<file path="config.mk">
export PLATFORM = sky130hd
export DESIGN_NAME = edfh_ctrl
export DESIGN_NICKNAME = d
export VERILOG_FILES = /design/src/rtl/edfh_pkg.sv /design/src/rtl/edfh_ctrl.sv
export SDC_FILE = /design/constraint.sdc
export NUM_CORES = 1
export LEC_CHECK = 0
export BUFFER_PORTS_ARGS = -buffer_cell sky130_fd_sc_hd__buf_4
export CORE_AREA = 3 3 40 42
export DETAILED_ROUTE_END_ITERATION = 10
export DIE_AREA = 0 0 43 45
export PLACE_DENSITY = 0.8
export SLEW_MARGIN = 30
export SYNTH_ARGS = -nofsm -noshare
export SYNTH_HDL_FRONTEND = slang
export SYNTH_SLANG_ARGS = --single-unit
</file>
<file path="constraint.sdc">
create_clock -name clk -period 2.4 [get_ports clk]
set_input_delay 0.36 -clock clk [delete_from_list [all_inputs] [get_ports clk]]
set_output_delay 0.36 -clock clk [all_outputs]
set_load 0.005 [all_outputs]
</file>
<file path="src/rtl/edfh_pkg.sv">
// shared types and constants for the effective diameter block
package edfh_pkg;

	localparam int DIST_W         = 8;
	localparam int PCT_W          = 17;
	localparam int PCT_FRAC       = 16;
	localparam int Q_FRAC         = 8;
	localparam int OUT_W          = 16;
	localparam int CFG_IDX_W      = 1;
	localparam int CFG_DATA_W     = 17;
	localparam int MAX_BINS_DEF   = 256;
	localparam int COUNT_BITS_DEF = 40;

	localparam int MUL_CNT_W = $clog2(PCT_W);
	localparam int DIV_CNT_W = $clog2(OUT_W);

	localparam logic [PCT_W-1:0] PCT_ONE   = PCT_W'(65536);
	localparam logic [PCT_W-1:0] PCT_RESET = PCT_W'(58982);
	localparam logic [OUT_W-1:0] ONE_Q88   = OUT_W'(256);

	localparam logic [DIV_CNT_W-1:0] EFF_DIV_LAST = DIV_CNT_W'(Q_FRAC - 1);
	localparam logic [DIV_CNT_W-1:0] AVG_DIV_LAST = DIV_CNT_W'(OUT_W - 1);
	localparam logic [MUL_CNT_W-1:0] MUL_TOP      = MUL_CNT_W'(PCT_W - 1);

	localparam logic [CFG_IDX_W-1:0] REG_PERCENTILE = CFG_IDX_W'(0);
	localparam logic [CFG_IDX_W-1:0] REG_CUMULATIVE = CFG_IDX_W'(1);

	typedef enum logic [3:0] {
		ST_LOAD,
		ST_START,
		ST_MUL,
		ST_SCAN_RD,
		ST_SCAN_CMP,
		ST_DIV_EFF,
		ST_EFF_WR,
		ST_AVG,
		ST_DIV_AVG,
		ST_AVG_WR,
		ST_DONE
	} state_t;

	typedef enum logic [3:0] {
		OP_NONE,
		OP_LOAD,
		OP_MUL_START,
		OP_MUL_STEP,
		OP_SCAN_NEXT,
		OP_EFF_FIRST,
		OP_EFF_DIST,
		OP_EFF_LAST,
		OP_DIV_EFF,
		OP_DIV_STEP,
		OP_EFF_DIV,
		OP_AVG_START,
		OP_AVG_DIV,
		OP_AVG_SAT,
		OP_AVG_NONE,
		OP_FINISH
	} dp_op_t;

	typedef struct packed {
		logic hit;
		logic first;
		logic scan_last;
		logic step_zero;
		logic mul_done;
		logic div_done;
		logic avg_en;
		logic avg_sat;
	} dp_status_t;

endpackage

</file>
<file path="src/rtl/edfh_ctrl.sv">
// sequencer for load, multiply, scan, divide and result handoff
module edfh_ctrl (
	input  logic                  clk,
	input  logic                  arst_n,
	input  logic                  in_valid,
	output logic                  in_ready,
	input  logic                  last_bin,
	output logic                  out_valid,
	input  logic                  out_ready,
	input  edfh_pkg::dp_status_t  status,
	output edfh_pkg::dp_op_t      op
);
	import edfh_pkg::*;

	state_t state_q;
	state_t state_d;
	logic   out_valid_q;

	always_ff @(posedge clk or negedge arst_n) begin
		if (!arst_n) begin
			state_q <= ST_LOAD;
		end else begin
			state_q <= state_d;
		end
	end

	always_comb begin
		state_d  = state_q;
		op       = OP_NONE;
		in_ready = 1'b0;
		unique case (state_q)
			ST_LOAD: begin
				in_ready = 1'b1;
				if (in_valid) begin
					op = OP_LOAD;
					if (last_bin) begin
						state_d = ST_START;
					end
				end
			end
			ST_START: begin
				op      = OP_MUL_START;
				state_d = ST_MUL;
			end
			ST_MUL: begin
				op = OP_MUL_STEP;
				if (status.mul_done) begin
					state_d = ST_SCAN_RD;
				end
			end
			ST_SCAN_RD: begin
				// store read latency
				state_d = ST_SCAN_CMP;
			end
			ST_SCAN_CMP: begin
				priority if (status.hit && status.first) begin
					op      = OP_EFF_FIRST;
					state_d = ST_AVG;
				end else if (status.hit && status.step_zero) begin
					op      = OP_EFF_DIST;
					state_d = ST_AVG;
				end else if (status.hit) begin
					op      = OP_DIV_EFF;
					state_d = ST_DIV_EFF;
				end else if (status.scan_last) begin
					op      = OP_EFF_LAST;
					state_d = ST_AVG;
				end else begin
					op      = OP_SCAN_NEXT;
					state_d = ST_SCAN_RD;
				end
			end
			ST_DIV_EFF: begin
				op = OP_DIV_STEP;
				if (status.div_done) begin
					state_d = ST_EFF_WR;
				end
			end
			ST_EFF_WR: begin
				op      = OP_EFF_DIV;
				state_d = ST_AVG;
			end
			ST_AVG: begin
				priority if (!status.avg_en) begin
					op      = OP_AVG_NONE;
					state_d = ST_DONE;
				end else if (status.avg_sat) begin
					op      = OP_AVG_SAT;
					state_d = ST_DONE;
				end else begin
					op      = OP_AVG_START;
					state_d = ST_DIV_AVG;
				end
			end
			ST_DIV_AVG: begin
				op = OP_DIV_STEP;
				if (status.div_done) begin
					state_d = ST_AVG_WR;
				end
			end
			ST_AVG_WR: begin
				op      = OP_AVG_DIV;
				state_d = ST_DONE;
			end
			ST_DONE: begin
				// wait until the output register is free
				if (!out_valid_q || out_ready) begin
					op      = OP_FINISH;
					state_d = ST_LOAD;
				end
			end
			default: begin
				state_d = ST_LOAD;
			end
		endcase
	end

	always_ff @(posedge clk or negedge arst_n) begin
		if (!arst_n) begin
			out_valid_q <= 1'b0;
		end else if (op == OP_FINISH) begin
			out_valid_q <= 1'b1;
		end else if (out_ready) begin
			out_valid_q <= 1'b0;
		end
	end

	assign out_valid = out_valid_q;

	a_no_overwrite: assert property (@(posedge clk) disable iff (!arst_n)
		(op == OP_FINISH) |-> (!out_valid_q || out_ready))
		else $error("result overwritten before taken");

	a_cmp_after_read: assert property (@(posedge clk) disable iff (!arst_n)
		(state_q == ST_SCAN_CMP) |-> ($past(state_q) == ST_SCAN_RD))
		else $error("scan compare without store read");

	a_result_from_done: assert property (@(posedge clk) disable iff (!arst_n)
		$rose(out_valid_q) |-> ($past(state_q) == ST_DONE))
		else $error("result shown outside handoff");

	a_no_load_in_compute: assert property (@(posedge clk) disable iff (!arst_n)
		(op == OP_LOAD) |-> (state_q == ST_LOAD) && in_valid)
		else $error("bin loaded outside load phase");

endmodule

</file>
==> results of run 1 <==
-- cells in the final DEF, fill, tap and decap left out, types with 2 or more instances in the layout --
cell type,n
a211o_1,2
a21o_1,2
a21oi_1,7
buf_4,18
clkbuf_4,3
dfrtp_1,5
nand2_1,9
nand2b_1,5
nor2_1,7
nor2b_1,4
nor3_1,3
o21ai_0,9
o21bai_1,3
or2b_1,2
-- timing repair --
| item | in CTS | in global routing |
|---|---|---|
| gates resized for setup | 0 | 0 |
| hold buffers | 1 | 0 |
| buffers inserted | 0 | 0 |
| endpoints found under the hold margin | 5 | 0 |
-- final timing paths --
check	from	endpoint	cells after the start
max	state_q[1]	op[1]	5
min	arst_n	state_q[3]	2
max reg2reg	state_q[2]	state_q[0]	4
min reg2reg	out_valid	out_valid	2
max in group asynchronous	arst_n	state_q[1]	2
min in group clk	status[2]	state_q[0]	3
-- synthesized netlist by cell type, types with 3 or more instances --
cell | count | area share (%)
o21ai_0 | 9 | 8.1
nor3_1 | 3 | 2.7
nand2b_1 | 5 | 5.6
a21oi_1 | 7 | 6.3
nor2b_1 | 4 | 4.5
o21bai_1 | 3 | 4.0
dfrtp_1 | 5 | 22
nor2_1 | 7 | 4.7
nand2_1 | 9 | 6.1
-- layer usage --
metal,global-route usage (%),up-vias,part of all wire (%)
met3,5.58,0,9.2
li1,-,316,-
met5,0,-,0
met2,23.7,23,45
met1,20.7,272,46
met4,3.61,0,0
-- critical path, delay by kind of cell, from the launching register on --
family | cells | cell delay (ns)
AND/OR/NAND/NOR | 2 | 0.63
flip-flops | 1 | 0.54
AO/OA/AOI/OAI | 2 | 0.20
buffers and inverters | 1 | 0.14
-- report_power, final --
group | switching, W | internal (W)
clock | 0.0000335 | 0.0000628
sequential | 0.000132 | 0.000120
combinational | 0.000231 | 0.000298
total | 0.000396 | 0.000480
-- state kept, by name, indices dropped and copies added (netlist names) --
signal,count
out_valid,1
state_q,4
-- through the flow --
step	hold WS, ns	total power (W)	util [%]	worst slack, ns	instances
after global placement	0.162	0.000765	52.8	0.654	106
after global routing	0.470	0.000968	55.6	0.164	111
after detailed placement	0.163	0.000775	52.8	0.582	106
after CTS	0.448	0.000878	55.6	0.318	111
after floorplan	0.0644	0.000618	-	0.930	78
final	0.457	0.000877	55.6	0.289	111
-- cell families (layout without fill, tap and decap cells) --
group / after synthesis / count (layout) / share of synthesized area, %
DFF: 5 / 5 / 22.4
and+or+nand+nor: 35 / 35 / 33.4
xor gates and xnor gates: 1 / 1 / 1.57
AOI/OAI and AO/OA: 31 / 31 / 35.9
buffers and inverters: 6 / 24 / 6.73
-- area by class of cell --
cell class / count / area share, %
Clock buffer: 4 / 3.68
Inverter: 1 / 0.525
Multi-Input combinational cell: 67 / 55.3
Sequential cell: 5 / 17.5
Tap cell: 15 / 2.63
Timing Repair Buffer: 19 / 20.3
==> results.sh, run 1 <==
export IMPL_cts_buffer_depth=2
export IMPL_port_buffers=18
export IMPL_clock_sinks=5
export IMPL_period_share_pct=87.9
export IMPL_grt_pass1_vias=532
export IMPL_pin_count=19
export IMPL_htree_levels=1
export IMPL_seq_area_sq_um=125
export IMPL_p_leak_nw=0.327
export IMPL_slew_violations=0
export IMPL_slowest_stage="dfrtp_1"
export IMPL_crit_chain="or2_4 -> nor3_1 -> a21oi_1 -> o21ai_0 -> buf_4"
export IMPL_place_congestion=0.786
export IMPL_slowest_delay_ns=0.54
export IMPL_coreArea_sq_um=1280
export IMPL_worstMarginPinSlew_ns=0.497
export IMPL_rows=13
export IMPL_die_width_um=43
export IMPL_vias=611
export IMPL_antenna_found_initial=0
export IMPL_syn_area_sq_um=558
export IMPL_drt_iter0_drc=30
export IMPL_path_max_fanout=17
export IMPL_yosysWarnings=0
export IMPL_first_pass_iters=4
export IMPL_synth_edf_count=0
export IMPL_worstPathArrival_ns=1.75
export IMPL_postRouteAntennaNets=0
export IMPL_cts_buffers_inserted=3
export IMPL_placed_cell_area_sq_um=678
export IMPL_final_net_count=110
export IMPL_grt_max_degree=18
export IMPL_synthCells=78
export IMPL_synth_seq_area_share_pct=22.4
export IMPL_dieArea_sq_um=1940
export IMPL_endpoint_kind="output pin"
export IMPL_async_reset_ff_share_pct=100
export IMPL_worstSetupPathType="flip-flop to output pin"
export IMPL_clk_pin_slew_worst_paths_ns=0.04
export IMPL_syn_num_nets=91
export IMPL_setup_total_negative_slack_ns=0
export IMPL_synthFlopType="dfrtp_1"
export IMPL_cap_violations=0
export IMPL_peakVddDrop_uv=644
export IMPL_cts_root_buffer="clkbuf_4"
export IMPL_ys_types=31
export IMPL_skew_ns=0.00289
export IMPL_period_minus_slack_ns=2.11
export IMPL_syn_avg_cell_area_sq_um=7.15
export IMPL_setup_viol=0
export IMPL_area_growth_pct=28.0
export IMPL_crit_required_ns=2.04
export IMPL_crit_path_start_kind="flip-flop"
export IMPL_fin_area_sq_um=714
export IMPL_max_freq_mhz=474
export IMPL_gr_usage_all_layers_pct=15.4
export IMPL_cts_tree="built"
export IMPL_final_hold_violation_count=0
export IMPL_maxSlewHeadroom_pct=66.9
export IMPL_r2r_slack_ns=0.93
export IMPL_diodes=0
export IMPL_drive_above_1_share_pct=25.0
export IMPL_viasPerCell=5.50
export IMPL_die_h_um=45
export IMPL_wl_per_cell_um=12.4
export IMPL_grt_first_pass_wirelength_mm=2.26
export IMPL_power_density_nw_per_um2=1230
export IMPL_start_util_pct=43.4
export IMPL_dp_hpwl_mm=1.03
export IMPL_clock_latency_ns=0.24
export IMPL_holdCritPathClass="input pin to async pin"
export IMPL_multi_input_area_sq_um=395
export IMPL_ys_ff_latch=5
export IMPL_nFillCells=133
export IMPL_drc=0
export IMPL_rsz0062_at_grt="false"
export IMPL_status="complete, no violations"
export IMPL_gr_total_overflow=0
export IMPL_drt_wl_total_mm=1.37
(Power assumes the default switching activity.)
==> run 2: changes to the inputs <==
--- a/config.mk
+++ b/config.mk
@@ -6,10 +6,11 @@
 export NUM_CORES = 1
 export LEC_CHECK = 0
 export BUFFER_PORTS_ARGS = -buffer_cell sky130_fd_sc_hd__buf_4
-export CORE_AREA = 3 3 40 42
+export CORE_AREA = 3 3 42 44
+export CTS_CLUSTER_DIAMETER = 100
 export DETAILED_ROUTE_END_ITERATION = 10
-export DIE_AREA = 0 0 43 45
-export PLACE_DENSITY = 0.8
+export DIE_AREA = 0 0 45 47
+export PLACE_DENSITY = 0.74
 export SLEW_MARGIN = 30
 export SYNTH_ARGS = -nofsm -noshare
 export SYNTH_HDL_FRONTEND = slang
==> results.sh, run 2 (synthesis results as in run 1) <==
export IMPL_status="complete, no violations"
export IMPL_grt_pass1_vias=543
export IMPL_fin_ws_ns=0.293
export IMPL_period_minus_slack_ns=2.11
export IMPL_final_common_cell="buf_4"
export IMPL_regMostFlops="state_q"
export IMPL_r2r_slack_ns=0.92
export IMPL_period_share_pct=87.8
export IMPL_drive_above_1_share_pct=25.0
export IMPL_worstPathArrival_ns=1.75
export IMPL_clock_latency_ns=0.24
export IMPL_clock_sinks=5
export IMPL_vias=597
export IMPL_die_h_um=47
export IMPL_start_util_pct=37.9
export IMPL_drt_iter0_drc=11
export IMPL_setup_total_negative_slack_ns=0
export IMPL_gr_total_overflow=0
export IMPL_port_buffers=18
export IMPL_internal_power_w=0.000480
export IMPL_cts_buffers_inserted=3
export IMPL_setup_viol=0
export IMPL_slowest_stage="dfrtp_1"
export IMPL_dp_slack_ns=0.564
export IMPL_max_freq_mhz=475
export IMPL_critical_path_buf_inv_count=1
export IMPL_final_hold_violation_count=0
export IMPL_final_cell_mix="buf_4 (18), o21ai_0 (9), nand2_1 (9), nor2_1 (7), a21oi_1 (7)"
export IMPL_rows=14
export IMPL_crit_path_start_kind="flip-flop"
export IMPL_finish_utilization_pct=48.6
export IMPL_first_pass_iters=4
export IMPL_cts_buffer_depth=2
export IMPL_worstSetupPathType="flip-flop to output pin"
export IMPL_cts_tree="built"
export IMPL_htree_levels=1
export IMPL_slew_violations=0
export IMPL_grt_max_degree=18
export IMPL_fin_area_sq_um=716
export IMPL_seq_power_share_pct=28.6
export IMPL_nFillCells=164
export IMPL_crit_chain="or2_4 -> nor3_1 -> a21oi_1 -> o21ai_0 -> buf_4"
export IMPL_p_switching_w=0.000389
export IMPL_pin_count=19
export IMPL_drc=0
export IMPL_slowest_delay_ns=0.56
export IMPL_drt_wl_total_mm=1.33
export IMPL_final_net_count=110
export IMPL_crit_required_ns=2.04
export IMPL_dieArea_sq_um=2120
export IMPL_gr_usage_all_layers_pct=15.1
export IMPL_wl_per_cell_um=11.9
export IMPL_rsz0062_at_grt="false"
export IMPL_p_clk_share_pct=11.2
export IMPL_antenna_found_initial=0
export IMPL_power_density_nw_per_um2=1220
export IMPL_worstSetupPathDepth=5
export IMPL_r2r_cells=4
export IMPL_clk_pin_slew_worst_paths_ns=0.05
export IMPL_holdCritPathClass="input pin to async pin"
export IMPL_reg2reg_from="state_q[0]"
export IMPL_cts_root_buffer="clkbuf_4"
export IMPL_placed_cell_area_sq_um=679
export IMPL_p_leak_nw=0.327
export IMPL_swShare_pct=44.8
export IMPL_cap_violations=0
export IMPL_endpoint_kind="output pin"
export IMPL_pwr_share_comb_pct=60.2
export IMPL_die_width_um=45
export IMPL_largest_reg_flops=4
export IMPL_worstMarginPinSlew_ns=0.511
export IMPL_cpLargestDelayFamily="simple AND/OR/NAND/NOR gates"
export IMPL_postRouteAntennaNets=0
export IMPL_reg2reg_to="state_q[1]"
export IMPL_skew_ns=0.00485
export IMPL_place_congestion=0.855
export IMPL_dp_hpwl_um=996
export IMPL_crit_path_end="op[1]"
export IMPL_diodes=0
export IMPL_maxSlewHeadroom_pct=65.9
export IMPL_peakVddDrop_uv=542
export IMPL_area_growth_pct=28.3
export IMPL_path_max_fanout=17
export IMPL_startpoint="state_q[0]"
export IMPL_grt_first_pass_wirelength_mm=2.29
export IMPL_coreArea_sq_um=1470
export IMPL_viasPerCell=5.33
export IMPL_postCtsSetupBuffers=0
run 2: worst min path at each step:
stage / from / to / slack (ns)
5_1_grt: arst_n / state_q[0] / 0.45
4_1_cts: arst_n / state_q[0] / 0.44
3_3_place_gp: arst_n / state_q[0] / 0.16
6_report: arst_n / state_q[0] / 0.45
2_1_floorplan: arst_n / out_valid / 0.06
3_5_place_dp: arst_n / state_q[1] / 0.16
run 2: what timing repair did:
action                                 in CTS  in global routing
hold buffers                                1                  0
endpoints found under the hold margin       5                  0
gates resized for setup                     0                  0
run 2: metrics by stage:
step	power, W	hold slack [ns]	cells
2_1_floorplan	0.000618	0.0644	78
3_3_place_gp	0.000767	0.162	107
3_5_place_dp	0.000772	0.163	107
4_1_cts	0.000879	0.440	112
5_1_grt	0.000969	0.447	112
6_report	0.000870	0.449	112
run 2: power by group through the flow:
stage / clock (W) / combinational [W] / sequential [W]
after global placement: 0 / 0.000520 / 0.000247
after detailed placement: 0 / 0.000524 / 0.000248
after global routing: 0.000112 / 0.000592 / 0.000264
after floorplan: 0 / 0.000464 / 0.000154
final: 0.0000978 / 0.000523 / 0.000249
after CTS: 0.000103 / 0.000528 / 0.000248
run 2: final cells by class:
type / instances / area, sq um / area share [%]
Tap cell: 16 / 20.0 / 2.80
Timing Repair Buffer: 19 / 145 / 20.3
Inverter: 1 / 3.75 / 0.524
Clock buffer: 4 / 26.3 / 3.67
Sequential cell: 5 / 125 / 17.5
Multi-Input combinational cell: 67 / 395 / 55.2
run 2: metal layers:
metal  wire length (um)  track usage, %
met5                  0               0
met3                 83            2.68
met2                591            20.9
met4                 12            12.9
met1                646            20.0
run 2: worst register-to-register path, stage by stage, from the launching register on:
cell and delay [ns]:
dfrtp_1 0.66, or2_4 0.24, o22ai_1 0.11, a21o_1 0.19, a21o_1 0.17
